File: src/sv/assert_macros.svh
`ifndef ASSERT_MACROS_SVH
`define ASSERT_MACROS_SVH

// plain property check on the rising clock edge, off while in reset
`define DPM_ASSERT(lbl, clk, rst_n, prop, msg) \
  lbl: assert property (@(posedge clk) disable iff (!rst_n) (prop)) else $error(msg);

// same-cycle implication check
`define DPM_ASSERT_IMPL(lbl, clk, rst_n, ante, cons, msg) \
  lbl: assert property (@(posedge clk) disable iff (!rst_n) (ante) |-> (cons)) else $error(msg);

`endif

File: src/sv/dpm_pkg.sv
package dpm_pkg;

  localparam int unsigned DefPaletteDepth = 16;
  localparam int unsigned ChanW    = 8;
  localparam int unsigned ColorW   = 24;
  localparam int unsigned IdxW     = 4;
  localparam int unsigned DsqW     = 18;
  localparam int unsigned DistW    = 10;
  localparam int unsigned RootW    = 20;
  localparam int unsigned SizeW    = 5;
  localparam int unsigned CfgIdxW  = 1;
  localparam int unsigned CfgDataW = 5;
  localparam int unsigned QuoW     = 16;
  localparam int unsigned TW       = 17;

  localparam logic [SizeW-1:0] SizeReset = 5'd16;
  localparam logic [DistW-1:0] DistNone  = '1;
  localparam logic [DsqW-1:0]  DsqMax    = 18'd195075;
  localparam logic signed [TW-1:0] THalf = 17'sd128;

  typedef enum logic [CfgIdxW-1:0] {
    CFG_PALETTE_SIZE = 1'b0,
    CFG_DITHER_ON    = 1'b1
  } cfg_reg_e;

  // 4x4 ordered dither thresholds, indexed by {row, column}
  localparam logic [3:0] Bayer [16] = '{
    4'd0,  4'd8,  4'd2,  4'd10,
    4'd12, 4'd4,  4'd14, 4'd6,
    4'd3,  4'd11, 4'd1,  4'd9,
    4'd15, 4'd7,  4'd13, 4'd5
  };

  typedef struct packed {
    logic [ChanW-1:0] red;
    logic [ChanW-1:0] green;
    logic [ChanW-1:0] blue;
    logic [1:0]       column_phase;
    logic [1:0]       row_phase;
  } side_t;

  typedef struct packed {
    logic [DistW-1:0]  rdist;
    logic [DsqW-1:0]   dsq;
    logic [IdxW-1:0]   idx;
    logic [ColorW-1:0] color;
  } cand_t;

  typedef struct packed {
    cand_t first;
    cand_t second;
  } pair_t;

  typedef struct packed {
    logic [DsqW-1:0]  rem;
    logic [RootW-1:0] root;
  } sqrt_t;

  function automatic logic [ChanW-1:0] abs_diff(input logic [ChanW-1:0] a,
                                                input logic [ChanW-1:0] b);
    return (a >= b) ? (a - b) : (b - a);
  endfunction

  // one digit of the bitwise integer square root
  function automatic sqrt_t isqrt_step(input sqrt_t s, input logic [RootW-1:0] bitv);
    logic [RootW-1:0] trial;
    sqrt_t r;
    trial = s.root + bitv;
    if ({2'b00, s.rem} >= trial) begin
      r.rem  = s.rem - trial[DsqW-1:0];
      r.root = (s.root >> 1) + bitv;
    end else begin
      r.rem  = s.rem;
      r.root = s.root >> 1;
    end
    return r;
  endfunction

  // one restoring division step: {quotient bit, new remainder}
  function automatic logic [ChanW:0] div_step(input logic [ChanW-1:0] rem,
                                              input logic [ChanW-1:0] den,
                                              input logic nb);
    logic [ChanW:0] r9;
    r9 = {rem, nb};
    if (r9 >= {1'b0, den}) begin
      return {1'b1, ChanW'(r9 - {1'b0, den})};
    end
    return {1'b0, r9[ChanW-1:0]};
  endfunction

  // hi has the larger index and wins ties
  function automatic pair_t rank_leaf(input cand_t lo, input cand_t hi);
    pair_t p;
    if (hi.rdist <= lo.rdist) begin
      p.first  = hi;
      p.second = lo;
    end else begin
      p.first  = lo;
      p.second = hi;
    end
    return p;
  endfunction

  function automatic pair_t rank_merge(input pair_t a, input pair_t b);
    pair_t p;
    if (b.first.rdist <= a.first.rdist) begin
      p.first  = b.first;
      p.second = (b.second.rdist <= a.first.rdist) ? b.second : a.first;
    end else begin
      p.first  = a.first;
      p.second = (b.first.rdist <= a.second.rdist) ? b.first : a.second;
    end
    return p;
  endfunction

endpackage

File: src/sv/dpm_rank_tree.sv
`include "assert_macros.svh"

module dpm_rank_tree #(
  parameter int unsigned Leaves = dpm_pkg::DefPaletteDepth
) (
  input  logic           clk_i,
  input  logic           rst_ni,
  input  logic           en_i,
  input  logic           vld_i,
  input  dpm_pkg::side_t side_i,
  input  dpm_pkg::cand_t leaves_i [Leaves],
  output logic           vld_o,
  output dpm_pkg::side_t side_o,
  output dpm_pkg::pair_t best_o
);
  import dpm_pkg::*;

  localparam int unsigned Levels = $clog2(Leaves);
  localparam int unsigned Nodes  = Leaves - 1;

  // nodes of level l sit from Leaves - (Leaves >> l)
  pair_t             node_q [Nodes];
  pair_t             node_d [Nodes];
  logic [Levels-1:0] vld_q;
  side_t             side_q [Levels];

  always_comb begin
    for (int n = 0; n < Leaves / 2; n++) begin
      node_d[n] = rank_leaf(leaves_i[2*n], leaves_i[2*n+1]);
    end
    for (int l = 1; l < Levels; l++) begin
      for (int n = 0; n < (Leaves >> (l + 1)); n++) begin
        node_d[Leaves - (Leaves >> l) + n] =
          rank_merge(node_q[Leaves - (Leaves >> (l - 1)) + 2*n],
                     node_q[Leaves - (Leaves >> (l - 1)) + 2*n + 1]);
      end
    end
  end

  always_ff @(posedge clk_i or negedge rst_ni) begin
    if (!rst_ni) begin
      vld_q <= '0;
    end else if (en_i) begin
      vld_q <= Levels'({vld_q, vld_i});
    end
  end

  always_ff @(posedge clk_i) begin
    if (en_i) begin
      node_q    <= node_d;
      side_q[0] <= side_i;
      for (int l = 1; l < Levels; l++) begin
        side_q[l] <= side_q[l-1];
      end
    end
  end

  assign vld_o  = vld_q[Levels-1];
  assign side_o = side_q[Levels-1];
  assign best_o = node_q[Nodes-1];

  `DPM_ASSERT_IMPL(a_rank_order, clk_i, rst_ni, vld_o, best_o.first.rdist <= best_o.second.rdist, "second entry nearer than first")

endmodule

File: config.mk
export PLATFORM = sky130hd
export DESIGN_NAME = dpm_rank_tree
export DESIGN_NICKNAME = d
export VERILOG_FILES = /design/src/sv/dpm_pkg.sv /design/src/sv/dpm_rank_tree.sv
export VERILOG_INCLUDE_DIRS = /design/src /design/src/sv
export SDC_FILE = /design/constraint.sdc
export NUM_CORES = 2
export LEC_CHECK = 0
export BUFFER_PORTS_ARGS = -buffer_cell sky130_fd_sc_hd__clkbuf_2
export CAP_MARGIN = 20
export CORE_MARGIN = 2
export CORE_UTILIZATION = 30
export CTS_CLUSTER_DIAMETER = 100
export DETAILED_ROUTE_END_ITERATION = 8
export PLACE_DENSITY_LB_ADDON = 0.08
export SLEW_MARGIN = 20
export SYNTH_ARGS = -nofsm -noshare
export SYNTH_HDL_FRONTEND = slang
export SYNTH_SLANG_ARGS = --single-unit
File: constraint.sdc
create_clock -name clk_i -period 4.8 [get_ports clk_i]
set_input_delay 0.96 -clock clk_i [delete_from_list [all_inputs] [get_ports clk_i]]
set_output_delay 0.96 -clock clk_i [all_outputs]
set_load 0.01 [all_outputs]
-- Word level (Yosys, flattened, before mapping)
Memories as Yosys holds them, arrays and structs flattened.
Cells that the tools add are included.
- bits in registers: 1684
- bits in writable memories: 112
- input bits: 928
- output and inout port bits: 141
- logic and storage cells: 182
- memories: 1
- memory list (memory ; words ; width ; rd ports ; clocked after memory_dff ; wr ports ; line ; text):
    side_q ; 4 ; 28 ; 4 ; 0 ; 4 ; dpm_rank_tree.sv:25 ; side_t side_q [Levels];
- $lt $le $gt $ge: 29
- muxes and demuxes: 31
- operator list (kind ; count):
    $mux 112 ; 15
    $mux 56 ; 14
    $le 10x10->1 ; 29
    $mux 1 ; 2

-- Depth between registers and ports, before layout
- depth in word-level cells: 3
- gate-level depth with buffers: 10
- depth with buffers taken out: 7

-- Worst setup path before layout
No wires, ideal clock.
- path type: input -> register
- start point: in leaves_i[665] in the netlist's numbering
- end point: reg node_q[1376] in the netlist's numbering, data pin
- setup time: 0.272 ns
- data arrival time: 2.645 ns
- required time: 4.528 ns
- setup slack: 1.884 ns
- stages: 9
- path buffers: 2
- path through: inv_1 > ha_1 > a21o_1 > a21o_1 > a21oi_1 > o211a_1 > buf_2 > buf_1 > o211ai_1
- RTL lines (element ; line ; text):
    start: declaration ; dpm_rank_tree.sv:11 ; input dpm_pkg::cand_t leaves_i [Leaves],
    end signal: assignment ; dpm_rank_tree.sv:50 ; node_q <= node_d;
    end: declaration ; dpm_rank_tree.sv:22 ; pair_t node_q [Nodes];

==> key figures <==
STA
  • Sum of negative setup slack: 0 ps
  • Final max-slew violation count: 0
  • Worst max-slew margin expressed relative to the limit: 19.74%
  • Unrepaired setup endpoints after global routing: no
  • Actual transition at the worst max-transition pin: 1179 ps
  • Final setup violating endpoints: 0
  • Final critical path time including I/O delays and setup: 3721 ps
  • Fmax achieved: 268.8 MHz
  • Setup Skew: 96.37 ps
  • Number of failing hold endpoints at the final stage: 0
  • Post-route fraction of the period consumed by the critical path: 77.51%

CTS
  • Clock tree root buffer cell: clkbuf_16
  • Clock edge transition at the registers on the reported setup and hold paths: 60 ps
  • Clock sink count: 1796
  • Buffer count from post-CTS setup fixing: 0
  • Depth of the CTS H-tree: 4
  • Number of buffers created by CTS: 226
  • Worst skew pair latency: 980 ps
  • CTS tree: yes
  • Number of buffers between clock root and the deepest sink: 4

Yosys
  • Top cell type by total area after synthesis: edfxtp_1
  • Average cell area after synthesis: 10.13 um^2
  • Share of the yosys chip area belonging to registers: 48.50%
  • Warnings, synthesis: 0
  • Most frequently used flop master after synthesis: edfxtp_1
  • Number of distinct library cells after synthesis: 48
  • Proportion of register bits with asynchronous set or reset after synthesis: 0.2227%
  • Combined area of all synthesized cells: 111100 um^2
  • Post-synthesis register bit count: 1796
  • Top area cells in the synthesized netlist: edfxtp_1 (48%), o211ai_1 (12%), nand2_1 (5.9%)
  • Gate count after technology mapping: 10980
  • Synthesized net count: 12200
  • Top-area cell type share of the netlist area: 48.41%
  • Number of flops mapped to enable cells by yosys: 1792

Floorplan
  • I/O pin cnt: 1069
  • Die outline height: 612.7 um
  • DIE WIDTH: 612.7 um
  • Area of the die: 375400 um^2
  • Starting density of the core: 30.13%
  • Core ar.: 368900 um^2
  • Cell row count: 223

Cells and area
  • Fillcell total: 36900
  • Most common library cell in the layout ignoring fill and taps: edfxtp_1
  • Final Non-Filler Cells: 16340
  • Net count reported at finish: 12380
  • Share of layout cells above drive strength 1: 17.92%
  • Commonest non-fill, non-tap cells in the layout: edfxtp_1 (1792), nand2_1 (1737), o211ai_1 (1713)
  • Layout overhead on the synthesized area: 15.28%

Drt
  • DRT Pass-1 Iters: 6
  • Wirelength, routed: 542900 um
  • Post-route DRC violation count: 0
  • Post-DR vias/cell: 6.180
  • Wire per inst: 33.23 um
  • Number of design-rule violations left by the first detailed-router iteration: 12500
  • Via count: 101000
  • Final ANT Viol Nets: 0

Setup path
  • Ordered cell list for the critical path: ha_1 -> nand2_1 -> o21ai_0 -> mux2_2 -> buf_4 -> nand3_1 -> a32oi_1
  • Setup crit start kind: flip-flop
  • Req. time, crit path: 5470 ps
  • Crit Path Max Fanout: 19
  • Critical path's largest stage delay: 750 ps
  • R2R Setup Slk: 1080 ps
  • Slowest CP cell: mux2_2
  • Crit. End Element: flip-flop
  • Critical setup path kind: reg2reg
  • Endpoint arrival time on the critical path: 4390 ps
  • Worst R2R Path Depth: 7

Power
  • Leakage dissipation: 43.42 nW
  • Maximum ir drop on the vdd rail: 352.2 uV
  • Pwr dens: 487.8 nW/um^2

Global route
  • All-layer global routing usage: 27.61%
  • Maximum number of pins on one net before global-route repair: 148
  • Global-route wire length before repair: 750300 um
  • Number of global-route vias before repair: 95740
  • Total congestion overflow after global routing: 0
  • Number of antenna violations at the first check in global routing: 78

Min path
  • Hold Crit Depth: 1
  • Worst min-delay path class: in2reg

Placed design
  • Post-Place Cells: 15880
  • Port-buffer cells: 1068
  • Final RePlAce weighted congestion: 0.9149
  • Estimated wirelength of the detail-placed design: 380100 um

Flow run
  • Max-capacitance violation count: 0

Run status
  • Status: finished clean
[Yosys cell counts, types with 48 or more instances]
library cell	count
buf_1	57
inv_1	254
o21ai_0	808
mux2_2	216
nor2_1	48
a311oi_1	56
nor3_1	80
edfxtp_1	1792
nor3b_1	816
buf_2	111
o211ai_1	1713
nand4_1	56
a21oi_1	57
nand2_1	1737
a32oi_1	731
o311ai_1	55
clkbuf_1	1100
mux2_1	168
nand3_1	420
ha_1	290
buf_4	121
[kinds of logic (layout without fill, tap and decap cells)]
group	after synthesis	after routing	share of synthesized area, %
compound gates	3611	3611	23.50
simple gates	3231	3231	14.54
flops	1796	1796	48.50
buf+inv	1662	2032	6.275
mux	387	387	3.917
fa+ha+maj	290	290	3.265
other cells	0	42	0
[metrics by stage]
step	total power, mW	worst slack (ps)	cell area (um^2)	utilization, %	hold WS [ps]
after floorplan	34.24	1884	111100	-	400.3
after global placement	44.94	659.3	120700	32.73	400.1
after detailed placement	45.11	873.3	120800	32.75	404.5
after CTS	62.58	1082	128000	34.70	126.8
after global routing	64.70	1012	128100	34.72	180.1
final	62.50	1079	128100	34.74	222.8
[repair_timing]
| action | in CTS | in global routing |
|---|---|---|
| resized for setup | 0 | 0 |
| hold endpoints to repair | 4 | 0 |
| hold buffers | 1 | 0 |
[worst max-delay path: cells and delay by family, from the launching register on]
family / cells / cell delay [ps]
buffers and inverters: 1 / 360
adders and majority gates: 1 / 410
muxes: 1 / 750
and+or+nand+nor: 2 / 160
DFF: 1 / 590
AOI/OAI and AO/OA: 2 / 1100
[flip-flops by register name, summed over array words and instances (netlist names)]
register,flops
best_o,112
node_q,1568
side_q,112
vld_q,4
[routing by layer]
metal	global-route usage, %	part of all wire [%]
met5	0	0.038
met3	5.091	7.7
met1	36.48	41
met4	15.37	6.5
met2	42.49	44
[layout make-up]
type                       count  area, um^2  area share, %
clock buffer                 276        5884          4.592
tap                         4950        6193          4.834
clock inverter               135        1315          1.026
inverter                     254       953.4         0.7441
multi-input combinational   7519       51250          40.00
antenna                       42       105.1        0.08202
timing repair buffer        1367        8523          6.652
sequential                  1796       53910          42.07
[power breakdown]
part           internal (mW)  total (mW)  switching [mW]
clock                   9.77        17.1            7.36
sequential              21.5        23.7            2.25
combinational           6.52        21.7            15.1
total                   37.8        62.5            24.8
[worst paths after layout]
path / start / to
worst max-delay path: node_q[670] / node_q[229]
worst min-delay path: side_i[17] / side_q[0][17]
worst max register to register: node_q[670] / node_q[229]
worst min register to register: side_q[2][4] / side_q[3][4]
max in group asynchronous: rst_ni / vld_q[0]
min in group asynchronous: rst_ni / vld_q[2]
Power figures use the tool's default switching activity.
