<file path="config.mk">
export PLATFORM = sky130hd
export DESIGN_NAME = dpm_blend_div
export DESIGN_NICKNAME = d
export VERILOG_FILES = /design/src/sv/dpm_pkg.sv /design/src/sv/dpm_blend_div.sv
export VERILOG_INCLUDE_DIRS = /design/src /design/src/sv
export SDC_FILE = /design/constraint.sdc
export NUM_CORES = 2
export LEC_CHECK = 0
export ABC_AREA = 1
export BUFFER_PORTS_ARGS = -buffer_cell sky130_fd_sc_hd__buf_2
export CAP_MARGIN = 20
export CORE_ASPECT_RATIO = 1.2
export CORE_MARGIN = 3
export CORE_UTILIZATION = 55
export CTS_CLUSTER_SIZE = 25
export DETAILED_ROUTE_END_ITERATION = 10
export PLACE_DENSITY = 0.79
export SETUP_SLACK_MARGIN = 0.2
export SLEW_MARGIN = 40
export SYNTH_ARGS = -nofsm -noshare
export SYNTH_HDL_FRONTEND = slang
export SYNTH_SLANG_ARGS = --single-unit
</file>
<file path="constraint.sdc">
create_clock -name clk_i -period 17 [get_ports clk_i]
set_input_delay 0 -clock clk_i [delete_from_list [all_inputs] [get_ports clk_i]]
set_output_delay 0 -clock clk_i [all_outputs]
set_load 0.03 [all_outputs]
</file>
<file path="src/sv/assert_macros.svh">
`ifndef ASSERT_MACROS_SVH
`define ASSERT_MACROS_SVH

// plain property check on the rising clock edge, off while in reset
`define DPM_ASSERT(lbl, clk, rst_n, prop, msg) \
  lbl: assert property (@(posedge clk) disable iff (!rst_n) (prop)) else $error(msg);

// same-cycle implication check
`define DPM_ASSERT_IMPL(lbl, clk, rst_n, ante, cons, msg) \
  lbl: assert property (@(posedge clk) disable iff (!rst_n) (ante) |-> (cons)) else $error(msg);

`endif

</file>
<file path="src/sv/dpm_pkg.sv">
package dpm_pkg;

  localparam int unsigned DefPaletteDepth = 16;
  localparam int unsigned ChanW    = 8;
  localparam int unsigned ColorW   = 24;
  localparam int unsigned IdxW     = 4;
  localparam int unsigned DsqW     = 18;
  localparam int unsigned DistW    = 10;
  localparam int unsigned RootW    = 20;
  localparam int unsigned SizeW    = 5;
  localparam int unsigned CfgIdxW  = 1;
  localparam int unsigned CfgDataW = 5;
  localparam int unsigned QuoW     = 16;
  localparam int unsigned TW       = 17;

  localparam logic [SizeW-1:0] SizeReset = 5'd16;
  localparam logic [DistW-1:0] DistNone  = '1;
  localparam logic [DsqW-1:0]  DsqMax    = 18'd195075;
  localparam logic signed [TW-1:0] THalf = 17'sd128;

  typedef enum logic [CfgIdxW-1:0] {
    CFG_PALETTE_SIZE = 1'b0,
    CFG_DITHER_ON    = 1'b1
  } cfg_reg_e;

  // 4x4 ordered dither thresholds, indexed by {row, column}
  localparam logic [3:0] Bayer [16] = '{
    4'd0,  4'd8,  4'd2,  4'd10,
    4'd12, 4'd4,  4'd14, 4'd6,
    4'd3,  4'd11, 4'd1,  4'd9,
    4'd15, 4'd7,  4'd13, 4'd5
  };

  typedef struct packed {
    logic [ChanW-1:0] red;
    logic [ChanW-1:0] green;
    logic [ChanW-1:0] blue;
    logic [1:0]       column_phase;
    logic [1:0]       row_phase;
  } side_t;

  typedef struct packed {
    logic [DistW-1:0]  rdist;
    logic [DsqW-1:0]   dsq;
    logic [IdxW-1:0]   idx;
    logic [ColorW-1:0] color;
  } cand_t;

  typedef struct packed {
    cand_t first;
    cand_t second;
  } pair_t;

  typedef struct packed {
    logic [DsqW-1:0]  rem;
    logic [RootW-1:0] root;
  } sqrt_t;

  function automatic logic [ChanW-1:0] abs_diff(input logic [ChanW-1:0] a,
                                                input logic [ChanW-1:0] b);
    return (a >= b) ? (a - b) : (b - a);
  endfunction

  // one digit of the bitwise integer square root
  function automatic sqrt_t isqrt_step(input sqrt_t s, input logic [RootW-1:0] bitv);
    logic [RootW-1:0] trial;
    sqrt_t r;
    trial = s.root + bitv;
    if ({2'b00, s.rem} >= trial) begin
      r.rem  = s.rem - trial[DsqW-1:0];
      r.root = (s.root >> 1) + bitv;
    end else begin
      r.rem  = s.rem;
      r.root = s.root >> 1;
    end
    return r;
  endfunction

  // one restoring division step: {quotient bit, new remainder}
  function automatic logic [ChanW:0] div_step(input logic [ChanW-1:0] rem,
                                              input logic [ChanW-1:0] den,
                                              input logic nb);
    logic [ChanW:0] r9;
    r9 = {rem, nb};
    if (r9 >= {1'b0, den}) begin
      return {1'b1, ChanW'(r9 - {1'b0, den})};
    end
    return {1'b0, r9[ChanW-1:0]};
  endfunction

  // hi has the larger index and wins ties
  function automatic pair_t rank_leaf(input cand_t lo, input cand_t hi);
    pair_t p;
    if (hi.rdist <= lo.rdist) begin
      p.first  = hi;
      p.second = lo;
    end else begin
      p.first  = lo;
      p.second = hi;
    end
    return p;
  endfunction

  function automatic pair_t rank_merge(input pair_t a, input pair_t b);
    pair_t p;
    if (b.first.rdist <= a.first.rdist) begin
      p.first  = b.first;
      p.second = (b.second.rdist <= a.first.rdist) ? b.second : a.first;
    end else begin
      p.first  = a.first;
      p.second = (b.first.rdist <= a.second.rdist) ? b.first : a.second;
    end
    return p;
  endfunction

endpackage

</file>
<file path="src/sv/dpm_blend_div.sv">
`include "assert_macros.svh"

module dpm_blend_div (
  input  logic                           clk_i,
  input  logic                           rst_ni,
  input  logic                           en_i,
  input  logic                           vld_i,
  input  dpm_pkg::side_t                 side_i,
  input  dpm_pkg::pair_t                 pair_i,
  output logic                           vld_o,
  output dpm_pkg::side_t                 side_o,
  output dpm_pkg::pair_t                 pair_o,
  output logic signed [dpm_pkg::TW-1:0]  t_o [3]
);
  import dpm_pkg::*;

  localparam int unsigned Steps  = 4;
  localparam int unsigned PerStp = QuoW / Steps;
  localparam int unsigned Stages = Steps + 2;

  typedef struct packed {
    logic [ChanW-1:0] ax;
    logic [ChanW-1:0] ay;
    logic [ChanW-1:0] rem;
    logic [QuoW-1:0]  quo;
    logic             neg;
    logic             eq;
  } chan_t;

  chan_t             ch_q [Steps+1][3];
  chan_t             ch_d [Steps+1][3];
  logic signed [TW-1:0] t_q [3];
  logic signed [TW-1:0] t_d [3];
  logic [Stages-1:0] vld_q;
  side_t             side_q [Stages];
  pair_t             pair_q [Stages];

  always_comb begin
    logic [ColorW-1:0] pix;
    logic [ChanW-1:0]  p, a, b;
    logic [ChanW:0]    st;
    int                pos;
    pix = {side_i.red, side_i.green, side_i.blue};
    // prep: magnitudes and signs of (p - c1) and (c2 - c1)
    for (int c = 0; c < 3; c++) begin
      p = pix[ColorW-1-ChanW*c -: ChanW];
      a = pair_i.first.color[ColorW-1-ChanW*c -: ChanW];
      b = pair_i.second.color[ColorW-1-ChanW*c -: ChanW];
      ch_d[0][c].ax  = abs_diff(p, a);
      ch_d[0][c].ay  = abs_diff(b, a);
      ch_d[0][c].neg = (p < a) ^ (b < a);
      ch_d[0][c].eq  = (a == b);
      ch_d[0][c].rem = '0;
      ch_d[0][c].quo = '0;
    end
    // restoring divide of ax*256 by ay, a few quotient bits per stage
    for (int s = 1; s <= Steps; s++) begin
      for (int c = 0; c < 3; c++) begin
        ch_d[s][c] = ch_q[s-1][c];
        for (int j = 0; j < PerStp; j++) begin
          pos = QuoW - 1 - PerStp*(s-1) - j;
          st  = div_step(ch_d[s][c].rem, ch_d[s][c].ay,
                         (pos >= ChanW) ? ch_d[s][c].ax[pos-ChanW] : 1'b0);
          ch_d[s][c].rem      = st[ChanW-1:0];
          ch_d[s][c].quo[pos] = st[ChanW];
        end
      end
    end
    for (int c = 0; c < 3; c++) begin
      if (ch_q[Steps][c].eq) begin
        t_d[c] = THalf;
      end else if (ch_q[Steps][c].neg) begin
        t_d[c] = -$signed({1'b0, ch_q[Steps][c].quo});
      end else begin
        t_d[c] = $signed({1'b0, ch_q[Steps][c].quo});
      end
    end
  end

  always_ff @(posedge clk_i or negedge rst_ni) begin
    if (!rst_ni) begin
      vld_q <= '0;
    end else if (en_i) begin
      vld_q <= {vld_q[Stages-2:0], vld_i};
    end
  end

  always_ff @(posedge clk_i) begin
    if (en_i) begin
      ch_q      <= ch_d;
      t_q       <= t_d;
      side_q[0] <= side_i;
      pair_q[0] <= pair_i;
      for (int k = 1; k < Stages; k++) begin
        side_q[k] <= side_q[k-1];
        pair_q[k] <= pair_q[k-1];
      end
    end
  end

  assign vld_o  = vld_q[Stages-1];
  assign side_o = side_q[Stages-1];
  assign pair_o = pair_q[Stages-1];
  assign t_o    = t_q;

  `DPM_ASSERT_IMPL(a_div_rem, clk_i, rst_ni, vld_q[Steps] && !ch_q[Steps][0].eq, ch_q[Steps][0].rem < ch_q[Steps][0].ay, "division remainder not below divisor")

endmodule

</file>
; Word-level counts from Yosys, hierarchy flattened
; Memories as Yosys holds them, arrays and structs flattened.
; Cells that the tools add are included.
[totals]
ff_bits = 411
elab_cells = 413
in_bits = 144
ramBits = 840
mem_count = 2
[memory_table]
columns = memory, depth, word_bits, read_ports, rd_clocked_by_memory_dff, write_ports, line_no
row1 = pair_q, 6, 112, 6, 0, 6, dpm_blend_div.sv:36  ; pair_t pair_q [Stages];
row2 = side_q, 6, 28, 6, 0, 6, dpm_blend_div.sv:35  ; side_t side_q [Stages];
[classes]
magnitude_cmp = 60
add_sub_neg = 63
n_eq_ne = 3
n_reduce_logical = 3
mux = 152
bitwise = 6
[ops]
columns = cell, n
row1 = $sub A8 B8 Y8, 57
row2 = $mux W9, 48
row3 = $mux W8, 51
row4 = $ge A9 B8 Y1, 45
row5 = $neg A16 Y17, 3
row6 = $mux W1, 50
row7 = $ge A8 B8 Y1, 6
row8 = $lt A8 B8 Y1, 6
row9 = $mux W16, 3
row10 = $eq A8 B8 Y1, 3
row11 = $ge A1 B8 Y1, 3
row12 = $sub A1 B8 Y8, 3
row13 = $reduce_or A2 Y1, 3
row14 = $not A1 Y1, 3
row15 = $xor A1 B1 Y1, 3

; Depth between registers and ports, before layout
[depth]
ltp_word = 12
depth_mapped = 47
depth_no_buf = 46

; Worst setup path after synthesis
; OpenSTA, ideal clock, no wires.
[synth_timing]
path_type = reg2reg
start = reg ch_q, in the netlist ch_d[154]
end = reg ch_q[144] (netlist name), data pin
slack_ns = 10.686
arrival_ns = 6.057
required_time_ns = 16.743
setup_time_ns = 0.257
path_stages_with_launch = 40
cell_sequence = edfxtp_1 > inv_1 > ha_1 > buf_4 > a21oi_2 > nand2_2 > a21boi_2 > nand2b_1 > nand2_2 > o21ai_0 > inv_1 > ha_1 > a21oi_1 > o21a_1 > nand2_1 > nand2_1 > and2_1 > nand2_2 > [4 not listed] > a21oi_1 > nand2_1 > nand4_1 > o211ai_1 > a21oi_1 > nand2_2 > nor2_8 > nand2_1 > o21ai_1 > ha_1 > a21oi_1 > nand2_1 > nand4_1 > o211ai_1 > a211oi_1 > nand2_2 > nor2_4 > nor2_1
[synth_via]
elab_chain_cells = 11
word_cells_on_any_way = 17
classes_between = 3 x add/sub / 4 x order compare / 10 x mux
[synth_lines]
columns = element, line_no
row1 = start: declaration, dpm_blend_div.sv:30  ; chan_t ch_q [Steps+1][3];
row2 = start signal: assignment, dpm_blend_div.sv:90  ; ch_q <= ch_d;
row3 = $sub A8 B8 Y8 or $ge A9 B8 Y1 (tied branches), "dpm_pkg.sv:86, dpm_pkg.sv:85"
row4 = $mux W9 or $mux W1 (tied branches), dpm_pkg.sv:85  ; if (r9 >= {1'b0, den}) begin
row5 = $mux W8, dpm_pkg.sv:88  ; return {1'b0, r9[ChanW-1:0]};
row6 = $sub A8 B8 Y8 or $ge A9 B8 Y1 (tied branches), "dpm_pkg.sv:86, dpm_pkg.sv:85"
row7 = $mux W9 or $mux W1 (tied branches), dpm_pkg.sv:85
row8 = $mux W8, dpm_pkg.sv:88
row9 = $sub A8 B8 Y8 or $ge A9 B8 Y1 (tied branches), "dpm_pkg.sv:86, dpm_pkg.sv:85"
row10 = $mux W9 or $mux W1 (tied branches), dpm_pkg.sv:85
row11 = $mux W8, dpm_pkg.sv:88
row12 = $ge A9 B8 Y1 (*), dpm_pkg.sv:85
row13 = $mux W1 (*), dpm_pkg.sv:85
; Mark *: on every way between the ends. The rest lies on a longest branch, timed or not. The select of a mux whose other input is x is not followed.
; A chain may end at the register's enable or synchronous reset.

==> flow_summary.ini <==
[route]
routed_wl_mm = 135
route.met2.wl_mm = 70.8
num_vias = 40500
top_layer = met4
drtAntennaViolNets = 0
drt_iter0_drc = 3358
wl_met1_mm = 51.4
dr.pass1.iters = 6
via_per_inst = 5.42
wl_met3_mm = 7.02
drc = 0
avgRoutedWirePerCell_um = 18.1

[synth]
yosysTopAreaCell = edfxtp_1
yosys_register_bits = 1251
yosysTopAreaCellShare_pct = 60.9
synth_area_um2 = 61400
synth_commonest_cells = edfxtp_1, nand2_1, inv_1
yosys_warnings = 0
ys_async_sr_fraction_pct = 0.480
syn_nets = 5858
yosysUniqueCellTypes = 66
netlist_instances = 5234
synth.avg_cell_area_um2 = 11.7
yosys_most_used_dff = edfxtp_1
yosysMostFrequentCell = edfxtp_1
synth_area_leaders = edfxtp_1, ha_1, nand2_1
seq_area_frac_synth_pct = 61.1
synth_edf_count = 1245

[setup_path]
startpoint = ch_d[363]
max_stage_delay_ns = 0.50
r2r_start = ch_d[363]
crit_fanout = 15
reg2reg_to = ch_q[355]
cp_data_required_time_ns = 17.46
endpoint = ch_q[355]
reg2reg_slack_ns = 9.52
ff2ff_path_depth = 40
cp.arrival_ns = 7.94
slowest_stage = o21ai_0
cp-end-kind = flop
start_kind = flop
cpMostUsedCell = nand2_1
path_class = flop to flop

[placement]
io_buffer_count = 335
gp_congestion = 0.918
hpwlAfterDp_mm = 89.7

[clock_tree]
root_buffer = clkbuf_16
htree_levels = 3
clockBufferDepth = 3
cts_made_buffers = 115
clk_pin_slew_ns = 0.07
cts_tree = done
cts_setup_buffers = 0
clkSinkCount = 1251
clk_latency_ns = 0.74
ctsResizeCount = 0

[timing]
setup_viol = 0
tns_ns = 0
worst_pin_slew_ns = 0.774
hold_violations = 0
relSlewSlack_pct = 48.4
period_share_pct = 44.0
rsz0062_at_grt = false
skew_ns = 0.0686
period_minus_slack_ns = 7.48
maxSlewViolCount = 0
timing.fmax_mhz = 134

[hold_path]
worstHoldPathType = input port to flop
min_path_cells = 2

[final_layout]
nNetsFinal = 6520
area_growth_pct = 15.8
drive_gt1_share_pct = 12.1
fillers = 7996
final_util_pct = 64.5

[global_route]
antenna_found_initial = 2
grt_pass1_vias = 40800
grt_pass1_wl_mm = 214
grt_max_degree = 108
grt.total_usage_pct = 23.2
grt_overflow = 0

[floorplan]
die_h_um = 372
die_area_um2 = 116000
initial_core_util_pct = 55.7
rows = 133
io_pins = 336
core_area_um2 = 110000
dieWidth_um = 311

[job]
max_cap_violations = 0

[run_status]
outcome = finished, final reports clean
-- what timing repair did --
action / 4_1_cts / 5_1_grt
endpoints found under the hold margin: 286 / 0
endpoints found under the setup margin: 0 / 0
hold buffers: 244 / 0
-- flip-flops by register name (all words and copies together), names as in the netlist --
| signal | cells |
|---|---|
| side_q | 168 |
| ch_q | 126 |
| vld_q | 6 |
| ch_d | 228 |
| pair_q | 672 |
| t_o | 51 |
-- cell families after synthesis --
kind of cell | Yosys count | share of synthesized area, %
muxes | 39 | 0.666
DFF | 1251 | 61.1
and+or+nand+nor | 1702 | 12.4
xor gates and xnor gates | 275 | 3.92
AOI/OAI and AO/OA | 789 | 7.14
adders and majority gates | 480 | 10.3
buffers and inverters | 698 | 4.50
-- stage by stage --
step | instance area [µm²] | instances | hold slack [ns] | setup slack, ns
2_1_floorplan | 61400 | 5234 | -0.296 | 10.69
3_3_place_gp | 64700 | 7019 | -0.174 | 9.80
3_5_place_dp | 64800 | 7020 | -0.167 | 9.67
4_1_cts | 71100 | 7480 | 0.00161 | 9.64
5_1_grt | 71100 | 7480 | 0.0214 | 8.71
6_report | 71100 | 7481 | 0.0524 | 9.52
-- layout by cell type (no fill, tap or decap), drive strengths merged, types with 4 or more instances in the layout --
| cell | Yosys | routed |
|---|---|---|
| dlygate4sd3 | 0 | 244 |
| edfxtp | 1245 | 1245 |
| nand3 | 209 | 209 |
| xnor2 | 95 | 95 |
| mux2i | 24 | 24 |
| o21a | 11 | 11 |
| o211ai | 17 | 17 |
| fa | 39 | 39 |
| o21ai | 289 | 289 |
| inv | 643 | 652 |
| nand2 | 993 | 993 |
| o221ai | 14 | 14 |
| nor2 | 269 | 269 |
| nand4 | 82 | 82 |
| a21oi | 390 | 390 |
| a41oi | 5 | 5 |
| clkinvlp | 0 | 9 |
| a21o | 13 | 13 |
| and2 | 6 | 6 |
| a31oi | 10 | 10 |
| ha | 441 | 441 |
| clkinv | 5 | 51 |
| and3 | 7 | 7 |
| nand3b | 15 | 15 |
| a221oi | 4 | 4 |
| clkbuf | 19 | 142 |
| buf | 31 | 351 |
| nor4 | 13 | 13 |
| or2 | 25 | 25 |
| mux2 | 15 | 15 |
| dfrtp | 6 | 6 |
| nor3 | 80 | 80 |
| bufinv | 0 | 10 |
| o21bai | 6 | 6 |
| xor2 | 180 | 180 |
| a211oi | 16 | 16 |
-- critical path: cells and delay by family (launching register included) --
family | cells | cell delay, ns
AO/OA/AOI/OAI | 11 | 2.54
AND/OR/NAND/NOR | 21 | 2.30
adder cells (fa/ha/maj) | 4 | 1.36
buffers and inverters | 4 | 0.57
flip-flops | 1 | 0.47
-- layout make-up --
class                           instances  area, µm²  share of cell area [%]
Clock buffer                          142       3030                    4.26
Timing Repair Buffer                  595       4320                    6.07
Multi-Input combinational cell       3285      21100                    29.7
Tap cell                             1485       1860                    2.61
Sequential cell                      1251      37500                    52.8
Inverter                              648       2440                    3.44
Antenna cell                            1       2.50                 0.00352
Clock inverter                         74        811                    1.14
-- layer usage --
metal	vias to the layer above	GRT usage, %
li1	19700	-
met1	19200	26.3
met2	1314	43.3
met3	357	3.63
met4	0	10.4
met5	-	0
-- worst min path at each step --
stage / from / endpoint
after floorplan: rst_ni / vld_q[0]
after global placement: rst_ni / vld_q[5]
after detailed placement: rst_ni / vld_q[5]
after CTS: pair_i[5] / pair_q[0][5]
after global routing: pair_i[0] / pair_q[0][0]
final: pair_i[0] / pair_q[0][0]
Power is left out: the tool's default activity adds up to more than one toggle a clock period on the data nets, which glitch-free logic cannot reach.
